===== src/rtl/assert_macros.svh =====
// Assertion macros used by the top level of the matrix inverse block.
`ifndef ASSERT_MACROS_SVH
`define ASSERT_MACROS_SVH

`ifndef NO_ASSERTIONS

// A property that must hold at every clock edge outside reset.
`define MIC_ASSERT(lbl, clk, rst_n, prop, msg) \
    lbl: assert property (@(posedge clk) disable iff (!rst_n) prop) else $error(msg);

// A condition that must be followed by another one in the next cycle.
`define MIC_ASSERT_NEXT(lbl, clk, rst_n, pre, post, msg) \
    lbl: assert property (@(posedge clk) disable iff (!rst_n) (pre) |=> (post)) else $error(msg);

`else

`define MIC_ASSERT(lbl, clk, rst_n, prop, msg)
`define MIC_ASSERT_NEXT(lbl, clk, rst_n, pre, post, msg)

`endif

`endif


===== src/rtl/mic_ram.sv =====
// Generic single-write, single-read RAM with a registered read port.
`default_nettype none

module mic_ram #(
    parameter int WIDTH = 32,
    parameter int DEPTH = 16
) (
    input  wire logic                     clk,
    input  wire logic                     we,
    input  wire logic [$clog2(DEPTH)-1:0] waddr,
    input  wire logic [WIDTH-1:0]         wdata,
    input  wire logic [$clog2(DEPTH)-1:0] raddr,
    output logic      [WIDTH-1:0]         rdata
);

    logic [WIDTH-1:0] mem [DEPTH];

    // Write port and registered read port.
    always_ff @(posedge clk) begin
        if (we) begin
            mem[waddr] <= wdata;
        end
        rdata <= mem[raddr];
    end

endmodule

`default_nettype wire


===== config.mk =====
export PLATFORM = sky130hd
export DESIGN_NAME = mic_ram
export DESIGN_NICKNAME = d
export VERILOG_FILES = /design/src/rtl/assert_macros.svh /design/src/rtl/mic_ram.sv
export SDC_FILE = /design/constraint.sdc
export NUM_CORES = 1
export LEC_CHECK = 0
export BUFFER_PORTS_ARGS = -buffer_cell sky130_fd_sc_hd__buf_2
export CELL_PAD_IN_SITES_DETAIL_PLACEMENT = 1
export CELL_PAD_IN_SITES_GLOBAL_PLACEMENT = 2
export CORE_ASPECT_RATIO = 0.8
export CORE_UTILIZATION = 45
export CTS_CLUSTER_DIAMETER = 200
export DETAILED_ROUTE_END_ITERATION = 12
export PLACE_DENSITY = 0.75
export SYNTH_ARGS = -nofsm -noshare
export SYNTH_HDL_FRONTEND = slang
export SYNTH_SLANG_ARGS = --single-unit
export TNS_END_PERCENT = 1

===== constraint.sdc =====
create_clock -name clk -period 4.2 [get_ports clk]
set_clock_uncertainty 0.15 [all_clocks]
set_input_delay 0.84 -clock clk [delete_from_list [all_inputs] [get_ports clk]]
set_output_delay 0.84 -clock clk [all_outputs]
set_load 0.005 [all_outputs]

==> run metrics <==
Post-Layout Cell Count=~1.5k; endpoints failing hold=0; placed cell areas=0.0211 mm^2; Slew Limit Headroom=0.255; Synthesized Nets=880; Yosys top cell area share=0.774; die span in x=237 um; vias=approximately 9k; dpl hpwl=~23 mm; Clk pwr share=0.401; commonest non-fill, non-tap cell in the layout=edfxtp_1; Synth Area in XOR/XNOR=0; Starting Density=0.458; CP max-delay cell=nor2_4; Cell Int Power=8.83 mW; Max FO, Critical Path=17; final wirelength=between 40 and 50 mm; RSZ-0062 raised after global routing=false; global placer's final weighted congestion=just under 0.7; Synth Instances=roughly 840; FILL cells=3,717; Hold Path Class=in2reg; Post-Synth Adder-Cell Area=0; Sequential Power Share=0.552; Initial DRC Count=about 940; drt pass-1 iters=5; core area=0.0433 mm^2; Post-Synth Simple-Gate Area=0.0127; Post-CTS Setup Inserts=0; CTS Hold Bufs=0; critical path class=in2reg; Worst EP arrival=around 2.4 ns; switching pwr=around 2.2 mW; GR Util All Layers=0.198; Resized cells post-CTS=0; Worst Path Required=4.31 ns; Reg area=around 0.016 mm^2; Tcrit/Tclk final=0.545; via-per-instance ratio=between 5 and 6; Worst Max-Slew Pin Slew=roughly 1.1 ns; row cnt=68; Residual DRC=0; wire per inst=around 28 um; Area contributors post-synth=edfxtp_1 77%, mux4_2 15%, dfxtp_1 3.2%, a22oi_1 2.4%, nand2_1 0.62%; H-tree depth=2; CTS root buffer=clkbuf_16; vias in the first global route=9,871; Max IR drop VDD=0.000306 V; Max clock buf depth=3; status=completed; die area=~0.045 mm^2; I/O pins=74; most frequent cells in the layout=512 x edfxtp_1, 128 x mux4_2, 71 x buf_2; Multi-input gate area=roughly 0.0037 mm^2; worst-skew pair later-pin latency=0.56 ns; Post-Syn Area=0.0199 mm^2; Synth area leader=edfxtp_1; fmax=around 440 MHz; layout cells sized above 1=0.322; CP Launch Type=primary input; Synth Area in Compound Gates=0.0242; synth unique cells=18; P_leak=approximately 7.3 nW; final net count=990; Mapped Avg Cell Area=around 24 um^2; largest family of logic cells by synthesized area=multiplexers; CTS tree=done; Die Span Y=190 um; sw frac=0.203; Worst-path clk slew=roughly 0.060 ns; CP endpoint kind=register; Place WS=1.31 ns; post-route cell area=0.0227 mm^2; post-synthesis sequential area ratio=0.807; Yosys reg bits=between 500 and 600; number of routed nets with antenna violations=0; Setup WS post-layout=~1.9 ns; Syn-to-layout area delta=14.5%; total power after layout=11.1 mW; power density cells=approximately 500 mW/mm^2; fin crit period=2.29 ns; CTS buffer count=52; Ys Warns=0; PortBufs=73; Slew Viols, Final=0; largest net degree at the start of global routing=about 130; Final TNS setup=0 ns; first-pass GRT wire length=roughly 64 mm; slowest stage delay, CP=about 0.75 ns; initial antenna violation count=2; Logic pwr share=0.047; CTS sink cnt=544; Setup-failing EPs final=0; crit path cell chain=buf_2, nand3b_1, nor2_4, buf_12; Post-Place Cells=between 1k and 1.5k; post-synthesis mux area share=0.145; total global routing overflow=0; MaxCap Viol Count=0
==> critical path: cells and delay by family <==
| family | cells | cell delay, ns |
|---|---|---|
| buffers and inverters | 2 | 0.39 |
| AND/OR/NAND/NOR | 2 | 1.11 |
==> kinds of logic (layout without fill, tap and decap cells) <==
group                  Yosys count  in the layout
other                            0              1
AO/OA/AOI/OAI                   64             64
buffers and inverters           43            193
AND/OR/NAND/NOR                 59             59
multiplexers                   128            128
flip-flops                     544            544
==> final timing paths <==
kind	from	end	slack, ns	depth (start not counted)
max	waddr[2]	mem[9][18]	1.91	4
min reg2reg	mem[12][1]	rdata[1]	0.52	3
min	wdata[14]	mem[13][14]	0.51	1
max reg2reg	mem[2][0]	rdata[0]	2.68	3
==> state kept, by name, indices dropped and copies added (netlist names) <==
| register | flops |
|---|---|
| mem | 512 |
| rdata | 32 |
==> through the flow <==
step | hold WS [ns] | utilization
6_report | 0.506 | 0.525
3_3_place_gp | 0.501 | 0.488
5_1_grt | 0.491 | 0.525
4_1_cts | 0.479 | 0.525
3_5_place_dp | 0.509 | 0.488
2_1_floorplan | 0.485 | -
==> area by class of cell <==
cell class	count	share of cell area
timing repair buffer	99	0.0285
tap	560	0.0308
antenna	1	0.000110
multi-input combinational	251	0.165
clock buffer	77	0.0650
clock inverter	17	0.00589
sequential	544	0.705
==> layer usage <==
layer / vias up / track usage / wire length (um)
met4: 2 / 0.0430 / 672
met2: 244 / 0.334 / 21700
li1: 3789 / - / -
met1: 4879 / 0.274 / 18600
met3: 60 / 0.0318 / 2180
met5: - / 0 / 17
==> synthesized netlist by cell type (all sizes together) <==
cell	number
edfxtp	512
nand2	33
mux4	128
nor2	13
a22oi	64
nor3	4
and2	1
nor2b	2
nand3b	2
dfxtp	32
clkbuf	17
nand3	1
or3b	1
buf	26
nand2b	2
==> power by group through the flow <==
stage / Combinational, mW / Clock [mW] / Sequential, mW
floorplan: 0.291 / 0 / 6.21
global placement: 0.520 / 0 / 6.22
detailed placement: 0.533 / 0 / 6.23
CTS: 0.537 / 4.55 / 6.11
global route: 0.571 / 4.71 / 6.12
finish: 0.523 / 4.44 / 6.11
Note: power is estimated with default switching activity, not from simulation.
