===== src/rtl/assert_macros.svh =====
// Assertion macros used by the top level of the matrix inverse block.
`ifndef ASSERT_MACROS_SVH
`define ASSERT_MACROS_SVH

`ifndef NO_ASSERTIONS

// A property that must hold at every clock edge outside reset.
`define MIC_ASSERT(lbl, clk, rst_n, prop, msg) \
    lbl: assert property (@(posedge clk) disable iff (!rst_n) prop) else $error(msg);

// A condition that must be followed by another one in the next cycle.
`define MIC_ASSERT_NEXT(lbl, clk, rst_n, pre, post, msg) \
    lbl: assert property (@(posedge clk) disable iff (!rst_n) (pre) |=> (post)) else $error(msg);

`else

`define MIC_ASSERT(lbl, clk, rst_n, prop, msg)
`define MIC_ASSERT_NEXT(lbl, clk, rst_n, pre, post, msg)

`endif

`endif


===== src/rtl/mic_pkg.sv =====
// Shared constants, types and helper functions of the matrix inverse block.
`default_nettype none

package mic_pkg;

    localparam int DATA_W    = 32;
    localparam int FRAC_BITS = 16;
    localparam int MAX_SIZE  = 4;
    localparam int SIZE_W    = 3;
    localparam int IDX_W     = 2;
    localparam int DEPTH     = MAX_SIZE * MAX_SIZE;
    localparam int ADDR_W    = $clog2(DEPTH);
    localparam int PROD_W    = 2 * DATA_W;
    localparam int ACC_W     = 2 * DATA_W + 2;
    localparam int NUM_W     = DATA_W + FRAC_BITS;
    localparam int COF_W     = DATA_W + 1;

    localparam logic [SIZE_W-1:0] SIZE_RESET = SIZE_W'(4);

    typedef enum logic [3:0] {
        ST_LOAD,
        ST_FETCH_A,
        ST_FETCH_B,
        ST_MULT,
        ST_ACCUM,
        ST_ELEM,
        ST_COF,
        ST_DET_DONE,
        ST_OUT_RD,
        ST_OUT_CAP,
        ST_DIV,
        ST_OUT
    } state_t;

    // What the current product feeds.
    typedef enum logic [1:0] {
        K_PAIR,
        K_OUTER,
        K_DET,
        K_ELEM
    } kind_t;

    typedef struct packed {
        logic                     flag;
        logic signed [DATA_W-1:0] value;
    } sat_t;

    typedef struct packed {
        logic              start;
        logic [NUM_W-1:0]  num;
        logic [DATA_W-1:0] den;
    } div_req_t;

    // Clamp a wide sum to the data width and report whether it was clipped.
    function automatic sat_t clamp_acc(input logic signed [ACC_W-1:0] v);
        sat_t r;
        r.flag  = 1'b0;
        r.value = v[DATA_W-1:0];
        if (!(&v[ACC_W-1:DATA_W-1]) && (|v[ACC_W-1:DATA_W-1])) begin
            r.flag = 1'b1;
            if (v[ACC_W-1]) begin
                r.value = {1'b1, {(DATA_W-1){1'b0}}};
            end else begin
                r.value = {1'b0, {(DATA_W-1){1'b1}}};
            end
        end
        return r;
    endfunction

    // The k-th index of 0..3 once index x is left out.
    function automatic logic [IDX_W-1:0] skip_idx(input logic [IDX_W-1:0] k,
                                                  input logic [IDX_W-1:0] x);
        return (k < x) ? k : (k + IDX_W'(1));
    endfunction

endpackage

`default_nettype wire


===== src/rtl/mic_mul.sv =====
// Shared signed multiplier with a registered product.
`default_nettype none

module mic_mul (
    input  wire logic                               clk,
    input  wire logic signed [mic_pkg::DATA_W-1:0]  a,
    input  wire logic signed [mic_pkg::DATA_W-1:0]  b,
    output logic      signed [mic_pkg::PROD_W-1:0]  p
);

    // The product is registered and ready in the cycle after the operands.
    always_ff @(posedge clk) begin
        p <= a * b;
    end

endmodule

`default_nettype wire


===== config.mk =====
export PLATFORM = sky130hd
export DESIGN_NAME = mic_mul
export DESIGN_NICKNAME = d
export VERILOG_FILES = /design/src/rtl/assert_macros.svh /design/src/rtl/mic_pkg.sv /design/src/rtl/mic_mul.sv
export SDC_FILE = /design/constraint.sdc
export NUM_CORES = 2
export LEC_CHECK = 0
export BUFFER_PORTS_ARGS = -buffer_cell sky130_fd_sc_hd__buf_2
export CAP_MARGIN = 20
export CORE_MARGIN = 1
export CORE_UTILIZATION = 39
export CTS_CLUSTER_DIAMETER = 60
export DETAILED_ROUTE_END_ITERATION = 10
export GPL_TIMING_DRIVEN = 0
export PLACE_DENSITY = 0.51
export RECOVER_POWER = 50
export SYNTH_ARGS = -nofsm -noshare
export SYNTH_HDL_FRONTEND = slang
export SYNTH_SLANG_ARGS = --single-unit

===== constraint.sdc =====
create_clock -name clk -period 9.2 [get_ports clk]
set_clock_uncertainty 0.2 [all_clocks]
set_input_delay 0.46 -clock clk [delete_from_list [all_inputs] [get_ports clk]]
set_output_delay 0.46 -clock clk [all_outputs]
set_load 0.005 [all_outputs]

==> out/qor.log <==
INFO  placement      dp_cells=5266
INFO  synthesis      synth.net_count=5215
INFO  global_route   gr-total-overflow=0
INFO  outcome        run_status=completed
INFO  timing         fin_hold_ws=0.2980ns
INFO  cells_and_area largest_reg_flops=64
INFO  worst_setup_path path_class=in2reg
INFO  detailed_routing detail_route.vias_per_cell=5.003
INFO  worst_setup_path cp_slowest_stage_delay=0.75ns
INFO  floorplanning  floorplan.die_area=96730squm
INFO  timing         final_min_period_over_clock_period=0.9799
INFO  synthesis      synth.cell_area=37240squm
INFO  clocking       cts_buffer_depth=2
INFO  worst_setup_path crit_arrival=9.12ns
INFO  floorplanning  effective_utilization_at_floorplan=0.3967
INFO  synthesis      synthFlopType=dfxtp_1
INFO  cells_and_area finish.utilization=0.4239
INFO  synthesis      yosys.area_share.adder=0.6434
INFO  global_route   largest_net_degree_at_the_start_of_global_routing=23
INFO  clocking       cts_buffers=9
INFO  floorplanning  die_ht=311.0um
INFO  cells_and_area final_layout_size_suffix_gt1_frac=0.04042
INFO  placement      gp_congestion=1.008
INFO  synthesis      cell_accounting_for_the_most_synthesized_area=fa_1
INFO  synthesis      async_flop_share=0
INFO  timing         rsz_0062_raised_after_global_routing=yes
INFO  cells_and_area top_register=p
INFO  clocking       sink_count=64
INFO  synthesis      avgSynthCellArea=9.589squm
INFO  floorplanning  io_pins=129
INFO  timing         slew_worst_pin=1.165ns
INFO  detailed_routing first_pass_iters=7
INFO  min_path       hold_path_class=in2reg
INFO  timing         relative_slew_margins=0.2231
INFO  cells_and_area reg.largest.list=p x64
INFO  clocking       clkSlewWorstSetupHoldPaths=0.06ns
INFO  worst_setup_path critical-path-top-cell-by-count=fa_1
INFO  detailed_routing drtAntennaViolNets=0
INFO  worst_setup_path crit_path_buf_inv_count=5
INFO  global_route   via_count_of_the_first_global_routing_pass=29170
INFO  placement      post-dp-hpwl=116500um
INFO  clocking       cts.hold.buffers_added=0
INFO  cells_and_area final.fill_count=9570
INFO  clocking       cts_tree=built
INFO  synthesis      synth_simple_gate_area_share=0.1537
INFO  job            reported_max_cap_violation_count=0
INFO  cells_and_area multi_input_combinational_cell_area=31670squm
INFO  floorplanning  die_width=311.0um
INFO  worst_setup_path worst-endpoint-required=9.31ns
INFO  timing         finalHoldViolCount=0
INFO  synthesis      top_cells_by_area_synth=fa_1 (58%), inv_1 (9.6%), and2_1 (8.7%), ha_1 (6.2%), nand2_1 (5.2%)
INFO  clocking       ctsRootBufferMaster=clkbuf_16
INFO  cells_and_area design.final.nets=5361
INFO  timing         slew_viol_final=0
INFO  worst_setup_path worstPathMaxFanout=10
INFO  worst_setup_path critical_path.top_delay_family=adder cells
INFO  worst_setup_path critical_path.endpoint_type=flop
INFO  detailed_routing count_of_routing_violations_after_the_opening_detailed_route_iteration=1902
INFO  timing         achievable-frequency=110.9MHz
INFO  floorplanning  floorplan.core_area=93890squm
INFO  synthesis      syn-instance-count=3884
INFO  timing         period_minus_slack=9.016ns
INFO  global_route   grt_first_pass_wirelength=200200um
INFO  synthesis      share_of_the_yosys_chip_area_belonging_to_registers=0.03440
INFO  placement      buffer_ports.inserted=128
INFO  detailed_routing postRouteWirelength=132700um
INFO  global_route   grt_use_total=0.2885
INFO  synthesis      synth_enable_flop_cells=0
INFO  detailed_routing routed-via-count=26470
INFO  synthesis      synth.mux.area_fraction=0
INFO  timing         timing.final.setup_violations=0
INFO  synthesis      yosys_register_bits=64
INFO  placement      dpl_cell_area=39450squm
INFO  synthesis      yosys.area_share.xor_xnor=0.01764
INFO  cells_and_area seqCellArea=1281squm
INFO  synthesis      synth_top_area_share=0.5816
INFO  floorplanning  rows=112
INFO  synthesis      yosysWarningCount=0
INFO  clocking       cts_htree_levels=3
INFO  synthesis      synth_compound_gate_area_share=0.03464
INFO  synthesis      ys_types=63
INFO  worst_setup_path slowest_stage=clkbuf_1
INFO  synthesis      synth_top_family_by_area=adder cells
INFO  detailed_routing count_of_unresolved_drc_violations_after_routing=0
INFO  cells_and_area total_non_filler_cell_area_in_the_finished_layout=39800squm
INFO  worst_setup_path startpoint_type=input pin
INFO  cells_and_area flow.area_growth_from_synthesis=6.864%
INFO  global_route   antenna_violations_before_repair=24
INFO  cells_and_area final-instance-count-excl-fill=5291
INFO  detailed_routing routedWlPerCell=25.08um
[synth_stat cells, drive strengths merged (5+ instances only)]
cell / number
nor2: 42
nand3: 15
fa: 1082
a21o: 25
o21bai: 15
a211oi: 8
o31ai: 7
o21ai: 31
and2: 516
inv: 952
nand4: 7
a31oi: 13
xnor2: 53
buf: 5
clkbuf: 195
nor3: 7
nand2b: 9
and3: 9
ha: 184
a21oi: 68
nand2: 511
dfxtp: 64
or3: 5
xor2: 22
[final timing paths]
kind                  slack (ns)    end  startpoint  cells after the start
worst max-delay path        0.18  p[63]       a[10]                     25
worst min-delay path        0.30   p[0]        b[0]                      2
[per-layer routing]
| layer | track usage | part of all wire | vias to the layer above | routed length, um |
|---|---|---|---|---|
| li1 | - | - | 11340 | - |
| met1 | 0.3884 | 0.42 | 14000 | 55540 |
| met2 | 0.4661 | 0.47 | 875 | 62430 |
| met3 | 0.04572 | 0.064 | 238 | 8435 |
| met4 | 0.1143 | 0.047 | 18 | 6196 |
| met5 | 0 | 0.00092 | - | 122 |
[kinds of logic (layout without fill, tap and decap cells)]
| kind of cell | after synthesis | in the layout |
|---|---|---|
| adders and majority gates | 1266 | 1266 |
| buffers and inverters | 1152 | 1301 |
| and+or+nand+nor | 1134 | 1134 |
| AOI/OAI and AO/OA | 193 | 193 |
| xor gates and xnor gates | 75 | 75 |
| DFF | 64 | 64 |
| other | 0 | 4 |
[layout make-up]
class	count	area share
Clock buffer	10	0.006005
Timing Repair Buffer	136	0.01644
Multi-Input combinational cell	2668	0.7957
Tap cell	1254	0.03942
Buffer	199	0.01949
Sequential cell	64	0.03219
Inverter	952	0.08988
Clock inverter	4	0.0005659
Antenna cell	4	0.0002515
[timing repair]
item | in CTS | in global routing
endpoints found under the setup margin | 11 | 8
setup buffers | 3 | 5
hold endpoints to repair | 0 | 0
resized for setup | 14 | 27
pin swaps | 1 | 0
gates cloned | 0 | 0
[metrics by stage]
step | TNS (ns) | worst slack [ns]
2_1_floorplan | 0 | 1.279
3_5_place_dp | -12.41 | -1.224
3_3_place_gp | -13.71 | -1.299
5_1_grt | -0.05160 | -0.04413
4_1_cts | 0 | 0.03087
6_report | 0 | 0.1845
[cells in the final DEF (no fill, tap or decap), drive strengths merged, types with 53 or more instances in the layout]
cell	n
a21oi	68
and2	516
buf	105
clkbuf	240
dfxtp	64
fa	1082
ha	184
inv	951
nand2	511
xnor2	53
Power is not shown: default switching activity piles up to over one toggle a cycle in this logic, so the estimate is an artifact.
