**src/rtl/assert_macros.svh**
```systemverilog
// Assertion macros used by the top level of the matrix inverse block.
`ifndef ASSERT_MACROS_SVH
`define ASSERT_MACROS_SVH

`ifndef NO_ASSERTIONS

// A property that must hold at every clock edge outside reset.
`define MIC_ASSERT(lbl, clk, rst_n, prop, msg) \
    lbl: assert property (@(posedge clk) disable iff (!rst_n) prop) else $error(msg);

// A condition that must be followed by another one in the next cycle.
`define MIC_ASSERT_NEXT(lbl, clk, rst_n, pre, post, msg) \
    lbl: assert property (@(posedge clk) disable iff (!rst_n) (pre) |=> (post)) else $error(msg);

`else

`define MIC_ASSERT(lbl, clk, rst_n, prop, msg)
`define MIC_ASSERT_NEXT(lbl, clk, rst_n, pre, post, msg)

`endif

`endif

```
**src/rtl/mic_pkg.sv**
```systemverilog
// Shared constants, types and helper functions of the matrix inverse block.
`default_nettype none

package mic_pkg;

    localparam int DATA_W    = 32;
    localparam int FRAC_BITS = 16;
    localparam int MAX_SIZE  = 4;
    localparam int SIZE_W    = 3;
    localparam int IDX_W     = 2;
    localparam int DEPTH     = MAX_SIZE * MAX_SIZE;
    localparam int ADDR_W    = $clog2(DEPTH);
    localparam int PROD_W    = 2 * DATA_W;
    localparam int ACC_W     = 2 * DATA_W + 2;
    localparam int NUM_W     = DATA_W + FRAC_BITS;
    localparam int COF_W     = DATA_W + 1;

    localparam logic [SIZE_W-1:0] SIZE_RESET = SIZE_W'(4);

    typedef enum logic [3:0] {
        ST_LOAD,
        ST_FETCH_A,
        ST_FETCH_B,
        ST_MULT,
        ST_ACCUM,
        ST_ELEM,
        ST_COF,
        ST_DET_DONE,
        ST_OUT_RD,
        ST_OUT_CAP,
        ST_DIV,
        ST_OUT
    } state_t;

    // What the current product feeds.
    typedef enum logic [1:0] {
        K_PAIR,
        K_OUTER,
        K_DET,
        K_ELEM
    } kind_t;

    typedef struct packed {
        logic                     flag;
        logic signed [DATA_W-1:0] value;
    } sat_t;

    typedef struct packed {
        logic              start;
        logic [NUM_W-1:0]  num;
        logic [DATA_W-1:0] den;
    } div_req_t;

    // Clamp a wide sum to the data width and report whether it was clipped.
    function automatic sat_t clamp_acc(input logic signed [ACC_W-1:0] v);
        sat_t r;
        r.flag  = 1'b0;
        r.value = v[DATA_W-1:0];
        if (!(&v[ACC_W-1:DATA_W-1]) && (|v[ACC_W-1:DATA_W-1])) begin
            r.flag = 1'b1;
            if (v[ACC_W-1]) begin
                r.value = {1'b1, {(DATA_W-1){1'b0}}};
            end else begin
                r.value = {1'b0, {(DATA_W-1){1'b1}}};
            end
        end
        return r;
    endfunction

    // The k-th index of 0..3 once index x is left out.
    function automatic logic [IDX_W-1:0] skip_idx(input logic [IDX_W-1:0] k,
                                                  input logic [IDX_W-1:0] x);
        return (k < x) ? k : (k + IDX_W'(1));
    endfunction

endpackage

`default_nettype wire

```
**src/rtl/mic_div.sv**
```systemverilog
// Bit-serial restoring divider for unsigned magnitudes, one quotient bit a cycle.
`default_nettype none

module mic_div (
    input  wire logic                       aclk,
    input  wire logic                       aresetn,
    input  wire mic_pkg::div_req_t          req,
    output logic                            done,
    output logic [mic_pkg::NUM_W-1:0]       quo
);

    localparam int CNT_W = $clog2(mic_pkg::NUM_W + 1);

    logic                          busy_reg, busy_next;
    logic                          done_reg, done_next;
    logic [CNT_W-1:0]              cnt_reg, cnt_next;
    logic [mic_pkg::NUM_W-1:0]     num_reg, num_next;
    logic [mic_pkg::DATA_W-1:0]    den_reg, den_next;
    logic [mic_pkg::DATA_W-1:0]    rem_reg, rem_next;
    logic [mic_pkg::DATA_W:0]      rem_sh;
    logic [mic_pkg::DATA_W:0]      diff;
    logic                          ge;

    // One restoring step: shift in the next dividend bit and try a subtract.
    always_comb begin
        rem_sh = {rem_reg, num_reg[mic_pkg::NUM_W-1]};
        diff   = rem_sh - {1'b0, den_reg};
        ge     = !diff[mic_pkg::DATA_W];
    end

    // Iteration control.
    always_comb begin
        busy_next = busy_reg;
        done_next = 1'b0;
        cnt_next  = cnt_reg;
        num_next  = num_reg;
        den_next  = den_reg;
        rem_next  = rem_reg;
        if (req.start) begin
            busy_next = 1'b1;
            cnt_next  = '0;
            num_next  = req.num;
            den_next  = req.den;
            rem_next  = '0;
        end else if (busy_reg) begin
            rem_next = ge ? diff[mic_pkg::DATA_W-1:0] : rem_sh[mic_pkg::DATA_W-1:0];
            num_next = {num_reg[mic_pkg::NUM_W-2:0], ge};
            cnt_next = cnt_reg + CNT_W'(1);
            if (cnt_reg == CNT_W'(mic_pkg::NUM_W - 1)) begin
                busy_next = 1'b0;
                done_next = 1'b1;
            end
        end
    end

    always_ff @(posedge aclk) begin
        if (!aresetn) begin
            busy_reg <= 1'b0;
            done_reg <= 1'b0;
            cnt_reg  <= '0;
        end else begin
            busy_reg <= busy_next;
            done_reg <= done_next;
            cnt_reg  <= cnt_next;
        end
        num_reg <= num_next;
        den_reg <= den_next;
        rem_reg <= rem_next;
    end

    assign done = done_reg;
    assign quo  = num_reg;

endmodule

`default_nettype wire

```
**config.mk**
```make
export PLATFORM = sky130hd
export DESIGN_NAME = mic_div
export DESIGN_NICKNAME = d
export VERILOG_FILES = /design/src/rtl/assert_macros.svh /design/src/rtl/mic_pkg.sv /design/src/rtl/mic_div.sv
export SDC_FILE = /design/constraint.sdc
export NUM_CORES = 1
export LEC_CHECK = 0
export BUFFER_PORTS_ARGS = -buffer_cell sky130_fd_sc_hd__buf_2
export CORE_MARGIN = 2
export CORE_UTILIZATION = 40
export CTS_CLUSTER_DIAMETER = 200
export DETAILED_ROUTE_END_ITERATION = 6
export SYNTH_ARGS = -nofsm -noshare
export SYNTH_HDL_FRONTEND = slang
export SYNTH_SLANG_ARGS = --single-unit
```
**constraint.sdc**
```tcl
create_clock -name aclk -period 4.21 [get_ports aclk]
set_clock_uncertainty 0.2 [all_clocks]
set_input_delay 0.6315 -clock aclk [delete_from_list [all_inputs] [get_ports aclk]]
set_output_delay 0.6315 -clock aclk [all_outputs]
set_load 0.005 [all_outputs]
```
==> report_table.html, run 1 <==
<table>
<tr><th>Metric</th><th>Value</th></tr>
<tr><th colspan="2">Logic synthesis</th></tr>
<tr><td>EDFF count, synth</td><td>80</td></tr>
<tr><td>Number of register bits inferred by synthesis</td><td>120</td></tr>
<tr><td>Share of the synthesized area in the top cell type</td><td>35.3%</td></tr>
<tr><td>Area of the mapped netlist</td><td>0.00681 sq mm</td></tr>
<tr><td>Sequential fraction of the synthesis area</td><td>a little under half</td></tr>
<tr><td>Most numerous cell in the Yosys netlist</td><td>sky130_fd_sc_hd__edfxtp_1</td></tr>
<tr><td>Cell taking the most area after synthesis</td><td>sky130_fd_sc_hd__edfxtp_1</td></tr>
<tr><td>Instance count of the mapped netlist</td><td>658</td></tr>
<tr><td>Synth warn</td><td>0</td></tr>
<tr><td>Cells taking the most area after synthesis</td><td>sky130_fd_sc_hd__edfxtp_1, sky130_fd_sc_hd__dfxtp_1, sky130_fd_sc_hd__mux2_2, sky130_fd_sc_hd__ha_1, sky130_fd_sc_hd__a21oi_1</td></tr>
<tr><td>FFs w/ async S/R, synth</td><td>0%</td></tr>
<tr><td>Cell types with the highest counts after synthesis</td><td>sky130_fd_sc_hd__edfxtp_1, sky130_fd_sc_hd__mux2_2, sky130_fd_sc_hd__nand2_1, sky130_fd_sc_hd__nor2_1, sky130_fd_sc_hd__inv_1</td></tr>
<tr><td>Unique masters post-synth</td><td>55</td></tr>
<tr><td>Number of nets produced by synthesis</td><td>775</td></tr>
<tr><td>Synth Area per Inst</td><td>a little over 10 sq um</td></tr>
<tr><td>Most instantiated flip-flop cell in the synthesis netlist</td><td>sky130_fd_sc_hd__edfxtp_1</td></tr>
<tr><th colspan="2">Finish</th></tr>
<tr><td>Area of the multi-input gates</td><td>0.00332 sq mm</td></tr>
<tr><td>Fraction of final layout cells with drive strength greater than 1</td><td>between 20% and 30%</td></tr>
<tr><td>Flip-flop count of the largest register after layout</td><td>48</td></tr>
<tr><td>Total number of nets in the final design</td><td>roughly 910</td></tr>
<tr><td>P&amp;R area growth vs syn</td><td>22.5%</td></tr>
<tr><td>Sequential Area</td><td>about 0.0032 sq mm</td></tr>
<tr><td>Fill count</td><td>about 1500</td></tr>
<tr><td>Final Instance Count excl. Fillers</td><td>1024</td></tr>
<tr><th colspan="2">Clock network</th></tr>
<tr><td>TritonCTS Buffers</td><td>17</td></tr>
<tr><td>Setup Fix Bufs, Post-CTS</td><td>0</td></tr>
<tr><td>Clock root buffer</td><td>sky130_fd_sc_hd__clkbuf_16</td></tr>
<tr><td>Number of hold buffers added after cts</td><td>0</td></tr>
<tr><td>Clock transition at path regs</td><td>60 ps</td></tr>
<tr><td>TritonCTS sink count</td><td>120</td></tr>
<tr><td>TritonCTS clock tree</td><td>built</td></tr>
<tr><td>Largest buffer count on any clock path</td><td>2</td></tr>
<tr><td>Clk Latency, worst-skew pair</td><td>430 ps</td></tr>
<tr><td>H-Tree Depth</td><td>4</td></tr>
<tr><td>PostCTS Resize Cnt</td><td>0</td></tr>
<tr><th colspan="2">Global routing</th></tr>
<tr><td>GRT Residual Overflow</td><td>0</td></tr>
<tr><td>Number of global-route vias before repair</td><td>5674</td></tr>
<tr><td>Combined global-route utilization of all metal layers</td><td>20.2%</td></tr>
<tr><td>Wire length of the first global-routing pass</td><td>approximately 29000 um</td></tr>
<tr><td>Maximum number of pins on one net before global-route repair</td><td>52</td></tr>
<tr><td>Initial antenna violation count</td><td>2</td></tr>
<tr><th colspan="2">Min path</th></tr>
<tr><td>Hold Path Sink</td><td>den_reg[4]</td></tr>
<tr><td>Hold path depth</td><td>1</td></tr>
<tr><td>Worst Hold Class</td><td>in -&gt; reg</td></tr>
<tr><td>Source of the worst hold timing path</td><td>req[4]</td></tr>
<tr><th colspan="2">Drt</th></tr>
<tr><td>Detail Route Antenna Nets</td><td>0</td></tr>
<tr><td>Post-Route WL</td><td>~18000 um</td></tr>
<tr><td>First-pass DRT Iterations</td><td>5</td></tr>
<tr><td>Number of remaining DRC errors</td><td>0</td></tr>
<tr><td>Number of vias per cell after detailed routing</td><td>~5.6</td></tr>
<tr><td>Via Count</td><td>~5700</td></tr>
<tr><td>Routed length per placed instance</td><td>17.5 um</td></tr>
<tr><td>1st-iter DRT viols</td><td>343</td></tr>
<tr><th colspan="2">Run status</th></tr>
<tr><td>Outcome</td><td>finished, final reports clean</td></tr>
<tr><th colspan="2">Placed design</th></tr>
<tr><td>IO buf count</td><td>around 130</td></tr>
<tr><td>Final estimated routing congestion in global placement</td><td>0.894</td></tr>
<tr><td>Cell Count Post-Placement</td><td>991</td></tr>
<tr><td>Post-DP HPWL</td><td>12700 um</td></tr>
<tr><th colspan="2">Power</th></tr>
<tr><td>Clock network fraction of total power</td><td>a little over two fifths</td></tr>
<tr><td>Pwr dens</td><td>434 mW/mm^2</td></tr>
<tr><td>Combinational power share</td><td>between 15 and 20%</td></tr>
<tr><td>Design Power</td><td>3.63 mW</td></tr>
<tr><td>Internal power</td><td>2.65 mW</td></tr>
<tr><td>Leakage power</td><td>3.50 nW</td></tr>
<tr><td>Worst vdd ir</td><td>~0.28 mV</td></tr>
<tr><td>Fraction of power consumed by sequential logic</td><td>39.4%</td></tr>
<tr><td>Switching power summed over all nets</td><td>0.975 mW</td></tr>
<tr><td>Sw Share</td><td>~27%</td></tr>
<tr><th colspan="2">Setup path</th></tr>
<tr><td>Cell Chain, Critical Path</td><td>inv_1 -&gt; ha_1 -&gt; a21oi_1 -&gt; o21ai_1 -&gt; o41ai_1 -&gt; o2111ai_1 -&gt; a311o_1 -&gt; and3_1 -&gt; or4b_1 -&gt; a311oi_1</td></tr>
<tr><td>Worst reg2reg startpoint</td><td>den_reg[25]</td></tr>
<tr><td>Largest incremental delay on the critical path</td><td>590 ps</td></tr>
<tr><td>Arrival @ worst endpoint</td><td>roughly 4000 ps</td></tr>
<tr><td>Cell type of the slowest stage on the worst timing path</td><td>sky130_fd_sc_hd__or4b_1</td></tr>
<tr><td>Number of cells on the worst reg-to-reg path</td><td>10</td></tr>
<tr><td>Top fanout value on the critical path</td><td>17</td></tr>
<tr><td>Worst Setup End Kind</td><td>register</td></tr>
<tr><td>Worst reg-to-reg setup slack</td><td>around 450 ps</td></tr>
<tr><td>CP Class</td><td>reg -&gt; reg</td></tr>
<tr><td>Worst r2r dst</td><td>rem_reg[20]</td></tr>
<tr><td>Data required, critical path</td><td>4340 ps</td></tr>
<tr><td>Startpoint type of the worst setup path</td><td>register</td></tr>
<tr><th colspan="2">Floorplan</th></tr>
<tr><td>Number of top-level pins</td><td>around 130</td></tr>
<tr><td>Number of rows created at floorplan</td><td>47</td></tr>
<tr><td>Area of the core region</td><td>~0.017 sq mm</td></tr>
<tr><td>Starting Density</td><td>40.9%</td></tr>
<tr><td>Area enclosed by the die boundary</td><td>0.0181 sq mm</td></tr>
<tr><td>Die span in y</td><td>135 um</td></tr>
<tr><td>Horizontal extent of the die</td><td>between 100 and 150 um</td></tr>
<tr><th colspan="2">Flow run</th></tr>
<tr><td>Max-cap violations</td><td>0</td></tr>
<tr><th colspan="2">STA</th></tr>
<tr><td>Final sum of negative setup slack</td><td>0 ps</td></tr>
<tr><td>Number of endpoints failing setup at the final stage</td><td>0</td></tr>
<tr><td>Fin. Hold Viols</td><td>0</td></tr>
<tr><td>Setup repair after global routing missed its margin</td><td>no</td></tr>
<tr><td>Transition at the pin with the smallest max-transition slack</td><td>902 ps</td></tr>
<tr><td>Slew margin rel.</td><td>39.7%</td></tr>
<tr><td>Min Clock Period, post-route</td><td>3760 ps</td></tr>
<tr><td>Number of slew-limit violations in the final report</td><td>0</td></tr>
<tr><td>Final critical-path share of the clock period</td><td>89.3%</td></tr>
<tr><td>Achievable Freq</td><td>266 MHz</td></tr>
</table>
-- per-stage QoR --
step / setup slack, ps / area [sq um] / hold WS [ps] / util (%)
after floorplan: 1090 / 6810 / 258 / -
after global placement: 662 / 7720 / 267 / 46.4
after detailed placement: 522 / 7720 / 298 / 46.4
after CTS: 487 / 8350 / 155 / 50.2
after global routing: 196 / 8350 / 158 / 50.2
final: 450 / 8350 / 178 / 50.2
-- power by group through the flow --
| stage | Clock, mW | Combinational (mW) | Sequential, mW |
|---|---|---|---|
| floorplan | 0 | 0.427 | 1.44 |
| global placement | 0 | 0.635 | 1.45 |
| detailed placement | 0 | 0.640 | 1.45 |
| CTS | 1.58 | 0.646 | 1.43 |
| global route | 1.64 | 0.716 | 1.44 |
| finish | 1.55 | 0.650 | 1.43 |
-- cell usage in the layout, fill, tap and decap left out, types with 7 or more instances in the layout --
master and instances:
sky130_fd_sc_hd__nand4_1 10, sky130_fd_sc_hd__mux2_2 48, sky130_fd_sc_hd__xnor2_1 13, sky130_fd_sc_hd__a211oi_1 7, sky130_fd_sc_hd__o211ai_1 18, sky130_fd_sc_hd__nor2_1 43, sky130_fd_sc_hd__o21ai_0 35, sky130_fd_sc_hd__nand2_1 43
sky130_fd_sc_hd__edfxtp_1 80, sky130_fd_sc_hd__nor3_1 11, sky130_fd_sc_hd__dfxtp_1 40, sky130_fd_sc_hd__inv_1 41, sky130_fd_sc_hd__buf_4 15, sky130_fd_sc_hd__buf_2 130, sky130_fd_sc_hd__a21oi_1 35, sky130_fd_sc_hd__ha_1 33
sky130_fd_sc_hd__clkbuf_16 17, sky130_fd_sc_hd__nand3_1 19, sky130_fd_sc_hd__a311oi_1 19, sky130_fd_sc_hd__xor2_1 12, sky130_fd_sc_hd__and3_1 13, sky130_fd_sc_hd__a21o_1 14
-- critical path, delay by kind of cell, from the launching register on --
family	cells	cell delay [ps]
AO/OA/AOI/OAI	6	1640
adder cells (fa/ha/maj)	1	430
AND/OR/NAND/NOR	2	1010
buffers and inverters	1	40
flip-flops	1	330
-- logic make-up (layout without fill, tap and decap cells) --
kind of cell	Yosys count	after routing	share of synthesized area, %
AO/OA/AOI/OAI	178	178	17.9
XOR/XNOR	25	25	3.21
adder cells (fa/ha/maj)	34	34	6.35
buffers and inverters	74	219	4.24
flip-flops	120	120	47.0
multiplexers	51	51	8.37
other	0	1	0
AND/OR/NAND/NOR	176	176	12.9
-- area by class of cell --
cell class              instances  area share [%]
diodes                          1          0.0300
inverters                      42            1.89
clock buffers                  17            5.10
well taps                     220            3.30
multi-input cells             464            39.8
repair buffers                145            9.14
flip-flops and latches        120            38.4
clock inverters                15            2.40
-- per-layer routing --
layer / track usage (%) / wire length, um / vias to the layer above
li1: - / - / 2760
met1: 25.2 / 7910 / 2746
met2: 33.6 / 8700 / 175
met3: 5.26 / 981 / 35
met4: 7.78 / 346 / 0
met5: 0 / 0 / -
-- worst max-delay path by stage --
| stage | to | start | depth (start not counted) | slack, ps |
|---|---|---|---|---|
| floorplan | rem_reg[20] | quo[47] | 12 | 1090 |
| global placement | rem_reg[3] | quo[47] | 12 | 660 |
| detailed placement | rem_reg[4] | quo[47] | 12 | 520 |
| CTS | rem_reg[20] | den_reg[25] | 10 | 490 |
| global route | rem_reg[4] | quo[47] | 12 | 200 |
| finish | rem_reg[20] | den_reg[25] | 10 | 450 |
Power figures use the tool's default switching activity.
==> run 2, diff against run 1 <==
==> constraint.sdc (replaced) <==
create_clock -name aclk -period 3.6 [get_ports aclk]
set_clock_uncertainty 0.2 [all_clocks]
set_input_delay 0.54 -clock aclk [delete_from_list [all_inputs] [get_ports aclk]]
set_output_delay 0.54 -clock aclk [all_outputs]
set_load 0.005 [all_outputs]
==> report_table.html, run 2 (synthesized netlist as in run 1, its figures left out) <==
<table>
<tr><th>Metric</th><th>Value</th></tr>
<tr><th colspan="2">Clock network</th></tr>
<tr><td>Clock transition at path regs</td><td>70 ps (about the same)</td></tr>
<tr><td>H-Tree Depth</td><td>4 (unchanged)</td></tr>
<tr><td>TritonCTS clock tree</td><td>built</td></tr>
<tr><td>TritonCTS Buffers</td><td>17 (unchanged)</td></tr>
<tr><td>TritonCTS sink count</td><td>120 (unchanged)</td></tr>
<tr><td>Clock root buffer</td><td>sky130_fd_sc_hd__clkbuf_16</td></tr>
<tr><td>Number of hold buffers added after cts</td><td>0 (unchanged)</td></tr>
<tr><td>Largest buffer count on any clock path</td><td>2 (unchanged)</td></tr>
<tr><td>Clk Latency, worst-skew pair</td><td>420 ps (about the same)</td></tr>
<tr><th colspan="2">Setup path</th></tr>
<tr><td>Arrival @ worst endpoint</td><td>3550 ps (-340 ps)</td></tr>
<tr><td>Number of cells on the worst reg-to-reg path</td><td>11 (+1)</td></tr>
<tr><td>Worst reg-to-reg setup slack</td><td>180 ps (-270 ps)</td></tr>
<tr><td>Most common cell on crit path</td><td>sky130_fd_sc_hd__a21oi_1</td></tr>
<tr><td>Data required, critical path</td><td>3730 ps (-610 ps)</td></tr>
<tr><td>Top fanout value on the critical path</td><td>7 (-10)</td></tr>
<tr><td>Worst r2r dst</td><td>rem_reg[20]</td></tr>
<tr><td>Path length in cells of the critical path</td><td>11 (+1)</td></tr>
<tr><td>Worst reg2reg startpoint</td><td>quo[47]</td></tr>
<tr><td>Count of buffer and inverter cells on the critical path</td><td>1 (unchanged)</td></tr>
<tr><td>Cell type of the slowest stage on the worst timing path</td><td>sky130_fd_sc_hd__or4b_1</td></tr>
<tr><td>CP Class</td><td>reg -&gt; reg</td></tr>
<tr><td>Largest incremental delay on the critical path</td><td>530 ps (-60 ps)</td></tr>
<tr><td>Cell Chain, Critical Path</td><td>inv_1 -&gt; ha_1 -&gt; fa_1 -&gt; nand2b_1 -&gt; a21o_1 -&gt; a21oi_1 -&gt; or2_4 -&gt; a311o_1 -&gt; a21oi_1 -&gt; or4b_1 -&gt; a311oi_1</td></tr>
<tr><td>Start point of the critical path</td><td>quo[47]</td></tr>
<tr><td>Worst Setup End Kind</td><td>register</td></tr>
<tr><td>Startpoint type of the worst setup path</td><td>register</td></tr>
<tr><td>Cell family with the largest share of critical-path delay</td><td>compound AO/OA/AOI/OAI gates</td></tr>
<tr><td>Worst setup path endpoint</td><td>rem_reg[20]</td></tr>
<tr><th colspan="2">Finish</th></tr>
<tr><td>Util after Layout</td><td>50.8% (+0.60 points)</td></tr>
<tr><td>Leading cell type in the layout, fill and taps excluded</td><td>sky130_fd_sc_hd__buf_2</td></tr>
<tr><td>P&amp;R area growth vs syn</td><td>24.0%</td></tr>
<tr><td>Commonest cells after routing, fill and taps aside</td><td>sky130_fd_sc_hd__buf_2, sky130_fd_sc_hd__edfxtp_1, sky130_fd_sc_hd__mux2_2</td></tr>
<tr><td>Fill count</td><td>1498 (-1.4%)</td></tr>
<tr><td>Flip-flop count of the largest register after layout</td><td>48 (unchanged)</td></tr>
<tr><td>Fraction of final layout cells with drive strength greater than 1</td><td>30.3% (+1.3 points)</td></tr>
<tr><td>Total number of nets in the final design</td><td>918 (+1.2%)</td></tr>
<tr><th colspan="2">Drt</th></tr>
<tr><td>Via Count</td><td>5766 (+0.87%)</td></tr>
<tr><td>Post-Route WL</td><td>18500 um (+3.2%)</td></tr>
<tr><td>Detail Route Antenna Nets</td><td>0 (unchanged)</td></tr>
<tr><td>1st-iter DRT viols</td><td>417 (+22%)</td></tr>
<tr><td>Number of vias per cell after detailed routing</td><td>5.57 (-0.20%)</td></tr>
<tr><td>First-pass DRT Iterations</td><td>5 (unchanged)</td></tr>
<tr><td>Routed length per placed instance</td><td>17.9 um (+2.1%)</td></tr>
<tr><td>Number of remaining DRC errors</td><td>0 (unchanged)</td></tr>
<tr><th colspan="2">Floorplan</th></tr>
<tr><td>Area of the core region</td><td>0.0166 sq mm (unchanged)</td></tr>
<tr><td>Number of rows created at floorplan</td><td>47 (unchanged)</td></tr>
<tr><td>Number of top-level pins</td><td>132 (unchanged)</td></tr>
<tr><td>Area enclosed by the die boundary</td><td>0.0181 sq mm (unchanged)</td></tr>
<tr><td>Die span in y</td><td>135 um (unchanged)</td></tr>
<tr><td>Horizontal extent of the die</td><td>135 um (unchanged)</td></tr>
<tr><td>Starting Density</td><td>40.9% (unchanged)</td></tr>
<tr><th colspan="2">Min path</th></tr>
<tr><td>Worst Hold Class</td><td>in -&gt; reg</td></tr>
<tr><td>Hold path depth</td><td>1 (unchanged)</td></tr>
<tr><th colspan="2">Placed design</th></tr>
<tr><td>Final estimated routing congestion in global placement</td><td>0.890 (-0.39%)</td></tr>
<tr><td>Worst slack after detailed placement</td><td>173 ps (-349 ps)</td></tr>
<tr><td>Post-DP HPWL</td><td>13200 um (+4.2%)</td></tr>
<tr><td>IO buf count</td><td>131 (unchanged)</td></tr>
<tr><th colspan="2">STA</th></tr>
<tr><td>Min Clock Period, post-route</td><td>3420 ps (-336 ps)</td></tr>
<tr><td>Number of endpoints failing setup at the final stage</td><td>0 (unchanged)</td></tr>
<tr><td>Achievable Freq</td><td>292 MHz (+9.8%)</td></tr>
<tr><td>Final worst slack</td><td>176 ps (-274 ps)</td></tr>
<tr><td>Fin. Hold Viols</td><td>0 (unchanged)</td></tr>
<tr><td>Number of slew-limit violations in the final report</td><td>0 (unchanged)</td></tr>
<tr><td>Final critical-path share of the clock period</td><td>95.1% (+5.8 points)</td></tr>
<tr><td>Minimum hold slack</td><td>87.3 ps (-90.7 ps)</td></tr>
<tr><td>Final sum of negative setup slack</td><td>0 ps (unchanged)</td></tr>
<tr><td>Slew margin rel.</td><td>58.7% (+19 points)</td></tr>
<tr><td>Setup repair after global routing missed its margin</td><td>no</td></tr>
<tr><td>Transition at the pin with the smallest max-transition slack</td><td>620 ps (-282 ps)</td></tr>
<tr><th colspan="2">Run status</th></tr>
<tr><td>Outcome</td><td>finished, final reports clean</td></tr>
<tr><th colspan="2">Power</th></tr>
<tr><td>Pwr dens</td><td>513 mW/mm^2 (+18%)</td></tr>
<tr><td>Worst vdd ir</td><td>0.368 mV (+30%)</td></tr>
<tr><td>Design Power</td><td>4.33 mW (+19%)</td></tr>
<tr><td>Leakage power</td><td>3.56 nW (+1.7%)</td></tr>
<tr><th colspan="2">Flow run</th></tr>
<tr><td>Max-cap violations</td><td>0 (unchanged)</td></tr>
<tr><th colspan="2">Global routing</th></tr>
<tr><td>Combined global-route utilization of all metal layers</td><td>20.8% (+0.57 points)</td></tr>
<tr><td>Maximum number of pins on one net before global-route repair</td><td>51 (-1.9%)</td></tr>
<tr><td>GRT Residual Overflow</td><td>0 (unchanged)</td></tr>
<tr><td>Wire length of the first global-routing pass</td><td>29400 um (+2.2%)</td></tr>
<tr><td>Number of global-route vias before repair</td><td>5851 (+3.1%)</td></tr>
<tr><td>Initial antenna violation count</td><td>1 (-1)</td></tr>
</table>
run 2: final cells by class:
class | count | area, sq um | area share [%]
multi-input combinational | 464 | 3320 | 39.3
sequential | 120 | 3200 | 37.9
timing repair buffer | 156 | 846 | 10.0
clock buffer | 17 | 425 | 5.03
tap | 220 | 275 | 3.26
clock inverter | 15 | 215 | 2.55
inverter | 42 | 158 | 1.87
antenna | 1 | 2.50 | 0.0296
run 2: worst min path at each step:
stage	startpoint	end	slack, ps
after global routing	req[14]	den_reg[14]	70
final	req[17]	den_reg[17]	90
after global placement	cnt_reg[5]	cnt_reg[5]	270
after detailed placement	cnt_reg[5]	cnt_reg[5]	290
after CTS	req[15]	den_reg[15]	70
after floorplan	cnt_reg[5]	cnt_reg[5]	260
run 2: per-stage QoR:
stage	cells	cell area (sq um)
after floorplan	658	6810
after detailed placement	1001	7800
after CTS	1033	8440
after global placement	1001	7800
after global routing	1035	8450
final	1035	8450
run 2: per-layer routing:
| layer | vias to the layer above | wire length (um) | global-route usage (%) |
|---|---|---|---|
| li1 | 2790 | - | - |
| met1 | 2769 | 8210 | 25.9 |
| met2 | 174 | 8930 | 34.6 |
| met3 | 33 | 948 | 5.07 |
| met4 | 0 | 415 | 8.65 |
| met5 | - | 0 | 0 |
run 2: power breakdown:
part / switching, mW / internal (mW) / leakage, nW / total (mW)
sequential: 0.0658 / 1.61 / 1.12 / 1.67
combinational: 0.435 / 0.348 / 2.13 / 0.784
clock: 0.701 / 1.18 / 0.310 / 1.88
total: 1.20 / 3.13 / 3.56 / 4.33
run 2: repair_timing:
action	in CTS	in global routing
resized for setup	0	2
setup buffers	0	1
setup endpoints to repair	0	18
